<file path="src/rtl/wft_pkg.sv">
// shared types, constants and the transform row function of the winograd filter transform
// no dependencies; imported by every module of the block
`timescale 1ns / 1ps
`default_nettype none

package wft_pkg;

    localparam int TAP_W        = 16;
    localparam int N_TAPS       = 9;
    localparam int IDX_W        = 9;
    localparam int REG_W        = 10;
    localparam int MAX_CHANNELS = 512;
    localparam int CK_W         = 19;
    localparam int BASE_W       = 18;
    localparam int ADDR_W       = 24;
    localparam int T_W          = 22;
    localparam int S_W          = 27;
    localparam int U_W          = 19;
    localparam int RECIP_W      = 21;
    localparam int RECIP_SH     = 24;
    localparam int IN_W         = 168;
    localparam int OUT_W        = 48;

    // 576 = 64 * 9: shift by 6, then multiply by ceil(2^24 / 9)
    localparam logic [RECIP_W-1:0] RECIP    = 21'd1864136;
    localparam logic [S_W-1:0]     HALF_SQ  = 27'd288;
    localparam logic [2:0]         LAST_IDX = 3'd5;

    localparam logic REG_OUT_CH = 1'b0;
    localparam logic REG_IN_CH  = 1'b1;

    typedef struct packed {
        logic [N_TAPS-1:0][TAP_W-1:0] taps;
        logic [BASE_W-1:0]            base;
        logic [CK_W-1:0]              ck;
    } t_job;

    typedef struct packed {
        logic [2:0]        row;
        logic [2:0]        col;
        logic [ADDR_W-1:0] addr;
        logic              last;
    } t_meta;

    // one row of the transform matrix scaled by 24, applied to three values
    function automatic logic signed [S_W-1:0] row_mix(
        input logic [2:0]            sel,
        input logic signed [S_W-1:0] x0,
        input logic signed [S_W-1:0] x1,
        input logic signed [S_W-1:0] x2
    );
        logic signed [S_W-1:0] r;
        unique case (sel)
            3'd0:    r = (x0 <<< 2) + (x0 <<< 1);
            3'd1:    r = -((x0 + x1 + x2) <<< 2);
            3'd2:    r = (x1 - x0 - x2) <<< 2;
            3'd3:    r = x0 + (x1 <<< 1) + (x2 <<< 2);
            3'd4:    r = x0 - (x1 <<< 1) + (x2 <<< 2);
            3'd5:    r = (x2 <<< 4) + (x2 <<< 3);
            default: r = '0;
        endcase
        return r;
    endfunction

endpackage

`default_nettype wire

</file>
<file path="src/rtl/wft_front.sv">
// front end: channel-count registers, input acceptance and job assembly
// depends on wft_pkg
`timescale 1ns / 1ps
`default_nettype none

module wft_front
    import wft_pkg::*;
(
    input  wire logic              i_clk,
    input  wire logic              i_rst_n,
    input  wire logic              i_cfg_we,
    input  wire logic              i_cfg_index,
    input  wire logic [REG_W-1:0]  i_cfg_data,
    input  wire logic              i_s_tvalid,
    output logic                   o_s_tready,
    input  wire logic [IN_W-1:0]   i_s_tdata,
    input  wire logic              i_q_full,
    output logic                   o_push,
    output t_job                   o_job
);

    logic [REG_W-1:0] r_out_ch, n_out_ch;
    logic [REG_W-1:0] r_in_ch, n_in_ch;
    logic [REG_W-1:0] w_clamped;
    logic [IDX_W-1:0] w_k;
    logic [IDX_W-1:0] w_c;
    logic [2*REG_W-1:0] w_ck;
    logic [IDX_W+REG_W-1:0] w_ckoff;

    assign w_clamped = (i_cfg_data > REG_W'(MAX_CHANNELS)) ? REG_W'(MAX_CHANNELS) : i_cfg_data;

    always_comb begin
        n_out_ch = r_out_ch;
        n_in_ch  = r_in_ch;
        if (i_cfg_we) begin
            priority if (i_cfg_index == REG_OUT_CH) begin
                n_out_ch = w_clamped;
            end else if (i_cfg_index == REG_IN_CH) begin
                n_in_ch = w_clamped;
            end
        end
    end

    always_ff @(posedge i_clk) begin
        if (!i_rst_n) begin
            r_out_ch <= REG_W'(256);
            r_in_ch  <= REG_W'(256);
        end else begin
            r_out_ch <= n_out_ch;
            r_in_ch  <= n_in_ch;
        end
    end

    assign o_s_tready = !i_q_full;
    assign o_push     = i_s_tvalid && !i_q_full;

    assign w_k     = i_s_tdata[N_TAPS*TAP_W +: IDX_W];
    assign w_c     = i_s_tdata[N_TAPS*TAP_W+IDX_W +: IDX_W];
    assign w_ck    = r_in_ch * r_out_ch;
    assign w_ckoff = w_c * r_out_ch;

    always_comb begin
        for (int t = 0; t < N_TAPS; t++) begin
            o_job.taps[t] = i_s_tdata[t*TAP_W +: TAP_W];
        end
        // c*K + k stays below 2^18 with clamped registers
        o_job.base = BASE_W'(w_ckoff + (IDX_W+REG_W)'(w_k));
        o_job.ck   = w_ck[CK_W-1:0];
    end

endmodule

`default_nettype wire

</file>
<file path="src/rtl/wft_queue.sv">
// two-entry job queue between the front end and the transform back end
// depends on wft_pkg
`timescale 1ns / 1ps
`default_nettype none

module wft_queue
    import wft_pkg::*;
(
    input  wire logic i_clk,
    input  wire logic i_rst_n,
    input  wire logic i_push,
    input  t_job      i_job,
    output logic      o_full,
    input  wire logic i_pop,
    output logic      o_valid,
    output t_job      o_job
);

    t_job       r_mem [2];
    logic       r_wp, n_wp;
    logic       r_rp, n_rp;
    logic [1:0] r_count, n_count;

    assign o_full  = (r_count == 2'd2);
    assign o_valid = (r_count != 2'd0);
    assign o_job   = r_mem[r_rp];

    always_comb begin
        n_wp    = r_wp ^ i_push;
        n_rp    = r_rp ^ i_pop;
        n_count = r_count + 2'(i_push) - 2'(i_pop);
    end

    always_ff @(posedge i_clk) begin
        if (!i_rst_n) begin
            r_wp    <= 1'b0;
            r_rp    <= 1'b0;
            r_count <= 2'd0;
        end else begin
            r_wp    <= n_wp;
            r_rp    <= n_rp;
            r_count <= n_count;
        end
    end

    always_ff @(posedge i_clk) begin
        if (i_push) begin
            r_mem[r_wp] <= i_job;
        end
    end

endmodule

`default_nettype wire

</file>
<file path="src/rtl/wft_back.sv">
// back end: walks the 36 tile elements of the head job through a four-stage pipeline
// depends on wft_pkg
`timescale 1ns / 1ps
`default_nettype none

module wft_back
    import wft_pkg::*;
(
    input  wire logic              i_clk,
    input  wire logic              i_rst_n,
    input  wire logic              i_q_valid,
    input  t_job                   i_job,
    output logic                   o_pop,
    output logic                   o_m_tvalid,
    input  wire logic              i_m_tready,
    output logic [OUT_W-1:0]       o_m_tdata,
    output logic                   o_m_tlast
);

    logic w_en;
    logic w_issue;

    logic [2:0]        r_i, n_i;
    logic [2:0]        r_j, n_j;
    logic [ADDR_W-1:0] r_addr, n_addr;
    logic [ADDR_W-1:0] w_addr;
    logic              w_last;

    // stage 1: one row of G*g
    logic                  r_v1;
    t_meta                 r_m1;
    logic signed [T_W-1:0] r_t [3];
    // stage 2: magnitude after the divide by 64
    logic                  r_v2;
    t_meta                 r_m2;
    logic                  r_neg2;
    logic [U_W-1:0]        r_u;
    // stage 3: quotient magnitude
    logic                  r_v3;
    t_meta                 r_m3;
    logic                  r_neg3;
    logic [TAP_W-1:0]      r_q;
    // output register
    logic                  r_vo;
    logic [OUT_W-1:0]      r_data;
    logic                  r_lasto;

    logic signed [S_W-1:0]         w_g [N_TAPS];
    logic signed [S_W-1:0]         w_row [3];
    logic signed [S_W-1:0]         w_s;
    logic [S_W-1:0]                w_abs;
    logic [S_W-1:0]                w_rnd;
    logic [U_W+RECIP_W-1:0]        w_prod;
    logic [TAP_W-1:0]              w_val;

    assign w_en    = !r_vo || i_m_tready;
    assign w_issue = w_en && i_q_valid;
    assign w_last  = (r_i == LAST_IDX) && (r_j == LAST_IDX);
    assign o_pop   = w_issue && w_last;
    // consecutive elements are one C*K apart in row-major order
    assign w_addr  = (r_i == 3'd0 && r_j == 3'd0) ? ADDR_W'(i_job.base) : r_addr;

    always_comb begin
        n_i    = r_i;
        n_j    = r_j;
        n_addr = r_addr;
        if (w_issue) begin
            n_addr = w_addr + ADDR_W'(i_job.ck);
            if (r_j == LAST_IDX) begin
                n_j = 3'd0;
                n_i = (r_i == LAST_IDX) ? 3'd0 : r_i + 3'd1;
            end else begin
                n_j = r_j + 3'd1;
            end
        end
    end

    always_comb begin
        for (int t = 0; t < N_TAPS; t++) begin
            w_g[t] = S_W'(signed'(i_job.taps[t]));
        end
        for (int b = 0; b < 3; b++) begin
            w_row[b] = row_mix(r_i, w_g[b], w_g[3+b], w_g[6+b]);
        end
    end

    assign w_s    = row_mix(r_m1.col, S_W'(r_t[0]), S_W'(r_t[1]), S_W'(r_t[2]));
    assign w_abs  = w_s[S_W-1] ? S_W'(-w_s) : S_W'(w_s);
    assign w_rnd  = w_abs + HALF_SQ;
    assign w_prod = (U_W+RECIP_W)'(r_u) * (U_W+RECIP_W)'(RECIP);
    assign w_val  = r_neg3 ? TAP_W'(-r_q) : r_q;

    always_ff @(posedge i_clk) begin
        if (!i_rst_n) begin
            r_i    <= 3'd0;
            r_j    <= 3'd0;
            r_addr <= '0;
            r_v1   <= 1'b0;
            r_v2   <= 1'b0;
            r_v3   <= 1'b0;
            r_vo   <= 1'b0;
        end else begin
            r_i    <= n_i;
            r_j    <= n_j;
            r_addr <= n_addr;
            if (w_en) begin
                r_v1 <= i_q_valid;
                r_v2 <= r_v1;
                r_v3 <= r_v2;
                r_vo <= r_v3;
            end
        end
    end

    always_ff @(posedge i_clk) begin
        if (w_en) begin
            r_m1.row  <= r_i;
            r_m1.col  <= r_j;
            r_m1.addr <= w_addr;
            r_m1.last <= w_last;
            for (int b = 0; b < 3; b++) begin
                r_t[b] <= T_W'(w_row[b]);
            end
            r_m2   <= r_m1;
            r_neg2 <= w_s[S_W-1];
            r_u    <= w_rnd[U_W+5:6];
            r_m3   <= r_m2;
            r_neg3 <= r_neg2;
            r_q    <= w_prod[RECIP_SH +: TAP_W];
            r_data <= {2'b00, r_m3.addr, r_m3.col, r_m3.row, w_val};
            r_lasto <= r_m3.last;
        end
    end

    assign o_m_tvalid = r_vo;
    assign o_m_tdata  = r_data;
    assign o_m_tlast  = r_lasto;

endmodule

`default_nettype wire

</file>
<file path="src/rtl/winograd_filter_transform_3x3.sv">
// winograd F(4x4,3x3) filter transform: 3x3 filter in, 36 tile elements out
// depends on wft_pkg, wft_front, wft_queue, wft_back
//
// usage:
//   slave channel takes one filter per item: nine Q3.12 weights, output and
//   input channel index. master channel gives 36 items per filter in
//   row-major tile order, each with its value, row, column and HWCK address;
//   tlast marks the 36th.
//   config port writes K (index 0) and C (index 1), clamped to 512, while idle.
// timing:
//   results pass the job queue, the back pipeline and its output register.
//   one result per cycle while the output is not stalled; this is set by the
//   element sequencer of the back end, which issues one tile element a cycle.
//   a two-entry job queue holds the filter in work plus one waiting filter.
// reset:
//   synchronous, active low; empties queue and pipeline, K and C return to 256.
// stall:
//   when the receiver holds tready low on a valid result the output holds and the back
//   pipeline freezes; the slave side keeps taking filters until the queue fills.
`timescale 1ns / 1ps
`default_nettype none

module winograd_filter_transform_3x3
    import wft_pkg::*;
(
    input  wire logic              i_clk,
    input  wire logic              i_rst_n,
    input  wire logic              i_cfg_we,
    input  wire logic              i_cfg_index,
    input  wire logic [REG_W-1:0]  i_cfg_data,
    input  wire logic              i_s_tvalid,
    output logic                   o_s_tready,
    // tap_00, tap_01, tap_02, tap_10, tap_11, tap_12, tap_20, tap_21, tap_22,
    // out_channel_index, in_channel_index, zero fill
    input  wire logic [IN_W-1:0]   i_s_tdata,
    output logic                   o_m_tvalid,
    input  wire logic              i_m_tready,
    // tile_value, tile_row, tile_col, dest_address, zero fill
    output logic [OUT_W-1:0]       o_m_tdata,
    output logic                   o_m_tlast
);

    logic w_push;
    logic w_full;
    logic w_pop;
    logic w_qvalid;
    t_job w_in_job;
    t_job w_head_job;

    wft_front u_front (
        .i_clk      (i_clk),
        .i_rst_n    (i_rst_n),
        .i_cfg_we   (i_cfg_we),
        .i_cfg_index(i_cfg_index),
        .i_cfg_data (i_cfg_data),
        .i_s_tvalid (i_s_tvalid),
        .o_s_tready (o_s_tready),
        .i_s_tdata  (i_s_tdata),
        .i_q_full   (w_full),
        .o_push     (w_push),
        .o_job      (w_in_job)
    );

    wft_queue u_queue (
        .i_clk  (i_clk),
        .i_rst_n(i_rst_n),
        .i_push (w_push),
        .i_job  (w_in_job),
        .o_full (w_full),
        .i_pop  (w_pop),
        .o_valid(w_qvalid),
        .o_job  (w_head_job)
    );

    wft_back u_back (
        .i_clk     (i_clk),
        .i_rst_n   (i_rst_n),
        .i_q_valid (w_qvalid),
        .i_job     (w_head_job),
        .o_pop     (w_pop),
        .o_m_tvalid(o_m_tvalid),
        .i_m_tready(i_m_tready),
        .o_m_tdata (o_m_tdata),
        .o_m_tlast (o_m_tlast)
    );

endmodule

`default_nettype wire

</file>
<file path="config.mk">
export PLATFORM = sky130hd
export DESIGN_NAME = winograd_filter_transform_3x3
export DESIGN_NICKNAME = d
export VERILOG_FILES = /design/src/rtl/wft_pkg.sv /design/src/rtl/wft_front.sv /design/src/rtl/wft_queue.sv /design/src/rtl/wft_back.sv /design/src/rtl/winograd_filter_transform_3x3.sv
export SDC_FILE = /design/constraint.sdc
export NUM_CORES = 2
export LEC_CHECK = 0
export BUFFER_PORTS_ARGS = -buffer_cell sky130_fd_sc_hd__buf_2
export CAP_MARGIN = 10
export CORE_MARGIN = 1
export CORE_UTILIZATION = 55
export CTS_BUF_LIST = sky130_fd_sc_hd__clkbuf_8
export DETAILED_ROUTE_END_ITERATION = 7
export GPL_ROUTABILITY_DRIVEN = 0
export GPL_TIMING_DRIVEN = 1
export PLACE_DENSITY = 0.82
export SLEW_MARGIN = 20
export SYNTH_ARGS = -nofsm -noshare
export SYNTH_HDL_FRONTEND = slang
export SYNTH_SLANG_ARGS = --single-unit
</file>
<file path="constraint.sdc">
create_clock -name i_clk -period 13.75 [get_ports i_clk]
set_input_delay 1.375 -clock i_clk [delete_from_list [all_inputs] [get_ports i_clk]]
set_output_delay 1.375 -clock i_clk [all_outputs]
set_load 0.05 [all_outputs]
</file>
==> impl_metrics.py <==
metrics = {
    "logic_synthesis": {
        "yosys.area_share.simple": 0.110,
        "synth_seq_cells": 664,
        "synthXorXnorAreaFrac": 0.0631,
        "synth_cells": 6290,
        "synth_mux_area_frac": 0.0335,
        "synth_edf_count": 605,
        "synth_cell_type_count": 102,
        "ys_warn_count": 0,
        "ys.flop_type": "edfxtp_1",
        "synth_area_mm2": 0.0642,
        "synth-compound-area-share": 0.142,
        "yosysSeqAreaShare": 0.301,
        "synth_area_per_cell_um2": 10.2,
        "synth-adder-area-share": 0.292,
        "synth_top_family_by_area": "adder cells",
        "async_reset_ff_frac": 0,
    },
    "sta": {
        "finalCritPeriodShare": 0.591,
        "layout_min_cycle_time_ns": 8.13,
        "drv_slew": 0,
        "finalSetupViolCount": 0,
        "worst_slew_pin_slew_ns": 1.10,
        "relSlewSlack": 0.250,
        "timing.fmax_mhz": 123,
        "hold_viol": 0,
        "timing.setup.tns_ns": 0,
        "rsz0062_at_grt": "false",
        "skew_ns": 0.0547,
    },
    "grt": {
        "grt-ovfl-total": 0,
        "first_global_vias": 49546,
        "grt_pass1_wl_um": 257000,
        "grt_usage": 0.276,
        "antenna_found_initial": 42,
        "grt_max_degree": 98,
    },
    "finish": {
        "fin_nets": 7896,
        "layout-drive-gt1-share": 0.0770,
        "synthToLayoutAreaGrowth_pct": 7.73,
    },
    "detailed_routing": {
        "drtIter0Drc": 4515,
        "routedWlPerCell_um": 20.1,
        "detail-route-antenna-nets": 0,
        "vias_per_cell": 6.03,
        "num_vias": 49116,
        "drc": 0,
        "first_pass_iters": 7,
        "totalWireLength_um": 164000,
    },
    "floorplan": {
        "ios": 235,
        "die_h_um": 344,
        "initial_utilization": 0.559,
        "row_count": 124,
        "coreArea_mm2": 0.115,
        "die-area_mm2": 0.118,
        "die_w_um": 344,
    },
    "clocking": {
        "clkTransAtPathRegs_ns": 0.07,
        "clockBufferDepth": 3,
        "cts.sink_count": 664,
        "clk_latency_ns": 0.83,
        "root_buffer": "clkbuf_8",
        "cts_made_buffers": 109,
        "cts_resized": 0,
        "postCtsHoldBufs": 0,
        "cts-htree-levels": 3,
        "tritoncts": "built",
        "post_cts_buffers": 0,
    },
    "setup_path": {
        "crit_path_start_kind": "register",
        "max_stage_delay_ns": 0.61,
        "path_max_fanout": 19,
        "cp-end-kind": "register",
        "crit_type": "reg2reg",
        "r2r_cells": 26,
        "arrival_ns": 8.68,
        "rrSetupSlack_ns": 5.62,
        "crit_top_cell": "inv_1",
        "cp.required_ns": 14.31,
        "crit_slowest_cell": "fa_1",
    },
    "outcome": {
        "outcome": "finished clean",
    },
    "placement": {
        "dp_hpwl_um": 130000,
        "portBuffers": 226,
    },
    "run": {
        "drv_cap": 0,
    },
    "worst_hold_path": {
        "min_path_cells": 0,
        "hold_path.class": "reg2reg",
    },
}
-- layout make-up --
type                    instances  area, µm²
fillers                      9046      45800
multi-input cells            4657      41300
flip-flops and latches        664      19400
inverters                     811       3050
well taps                    1512       1890
clock buffers                 113       1560
repair buffers                270       1460
clock inverters                85        529
diodes                         28       70.1
-- sequential cells by signal (all words and copies together) (netlist names), 16 cells and up, named ones only --
register          cells
u_back.r_m3          31
u_back.r_m2          31
u_back.r_t           66
u_back.o_m_tdata     46
u_back.r_addr        24
u_back.r_m1          31
u_queue.r_mem       362
u_back.r_u           19
u_back.r_q           16
-- cell families after synthesis --
| kind of cell | count (synthesis) |
|---|---|
| other | 1 |
| xor gates and xnor gates | 461 |
| muxes | 212 |
| buffers and inverters | 970 |
| adders and majority gates | 1200 |
| DFF | 664 |
| AOI/OAI and AO/OA | 1356 |
| and+or+nand+nor | 1426 |
-- synth_stat cells (all sizes together) (131+ instances only) --
cell type,instances,area [µm²]
xnor2,302,2660
o21ai,250,1250
and2,131,820
nor2,279,1050
edfxtp,605,18200
xor2,159,1390
mux2i,188,1880
inv,810,3040
ha,698,8730
fa,501,10000
nand2,435,1630
a21oi,345,1740
-- path summary, 6_finish.rpt --
check | start | to
hold reg to reg | u_back.r_m2[2] | u_back.r_m3[2]
hold / removal | u_back.r_m2[2] | u_back.r_m3[2]
setup / recovery | u_back.r_t[0][1] | u_back.r_u[13]
setup reg to reg | u_back.r_t[0][1] | u_back.r_u[13]
-- cell usage in the layout, fill, tap and decap left out, drive strengths merged, types with 42 or more instances in the layout --
cell    Yosys  layout
a211oi     57      57
a21o       98      98
a21oi     345     345
and2      131     131
buf        29     270
clkbuf    130     113
dfxtp      59      59
edfxtp    605     605
fa        501     501
ha        698     698
inv       810     856
mux2i     188     188
nand2     435     435
nand2b     45      45
nand3     107     107
nor2      279     279
nor2b      69      69
nor3      116     116
o211ai     59      59
o21a       56      56
o21ai     250     250
o21bai     84      84
o22ai      45      45
or3        42      42
xnor2     302     302
xor2      159     159
-- routing by layer --
layer,wire length [µm],GRT usage,vias up
met2,75900,0.451,2234
met3,16300,0.0613,460
met5,110,0,-
met4,6950,0.118,16
li1,-,-,22644
met1,64500,0.352,23762
-- critical path, delay by kind of cell (launching register included) --
family / cells / cell delay, ns
muxes: 1 / 0.22
xor gates and xnor gates: 2 / 0.29
buffers and inverters: 3 / 0.62
adders and majority gates: 4 / 1.49
DFF: 1 / 0.56
and+or+nand+nor: 5 / 1.45
AOI/OAI and AO/OA: 11 / 3.21
-- through the flow --
stage	util	area (µm²)	hold WS [ns]	cells	worst slack (ns)
final	0.602	69200	0.388	8140	5.62
after global routing	0.602	69200	0.384	8131	5.19
after CTS	0.601	69100	0.386	8112	5.74
after detailed placement	0.583	67000	0.405	7914	5.78
after global placement	0.583	67000	0.402	7914	5.95
after floorplan	-	64200	0.400	6291	5.78
Power is left out: the tool's default activity adds up to more than one toggle a clock period on the data nets, which glitch-free logic cannot reach.
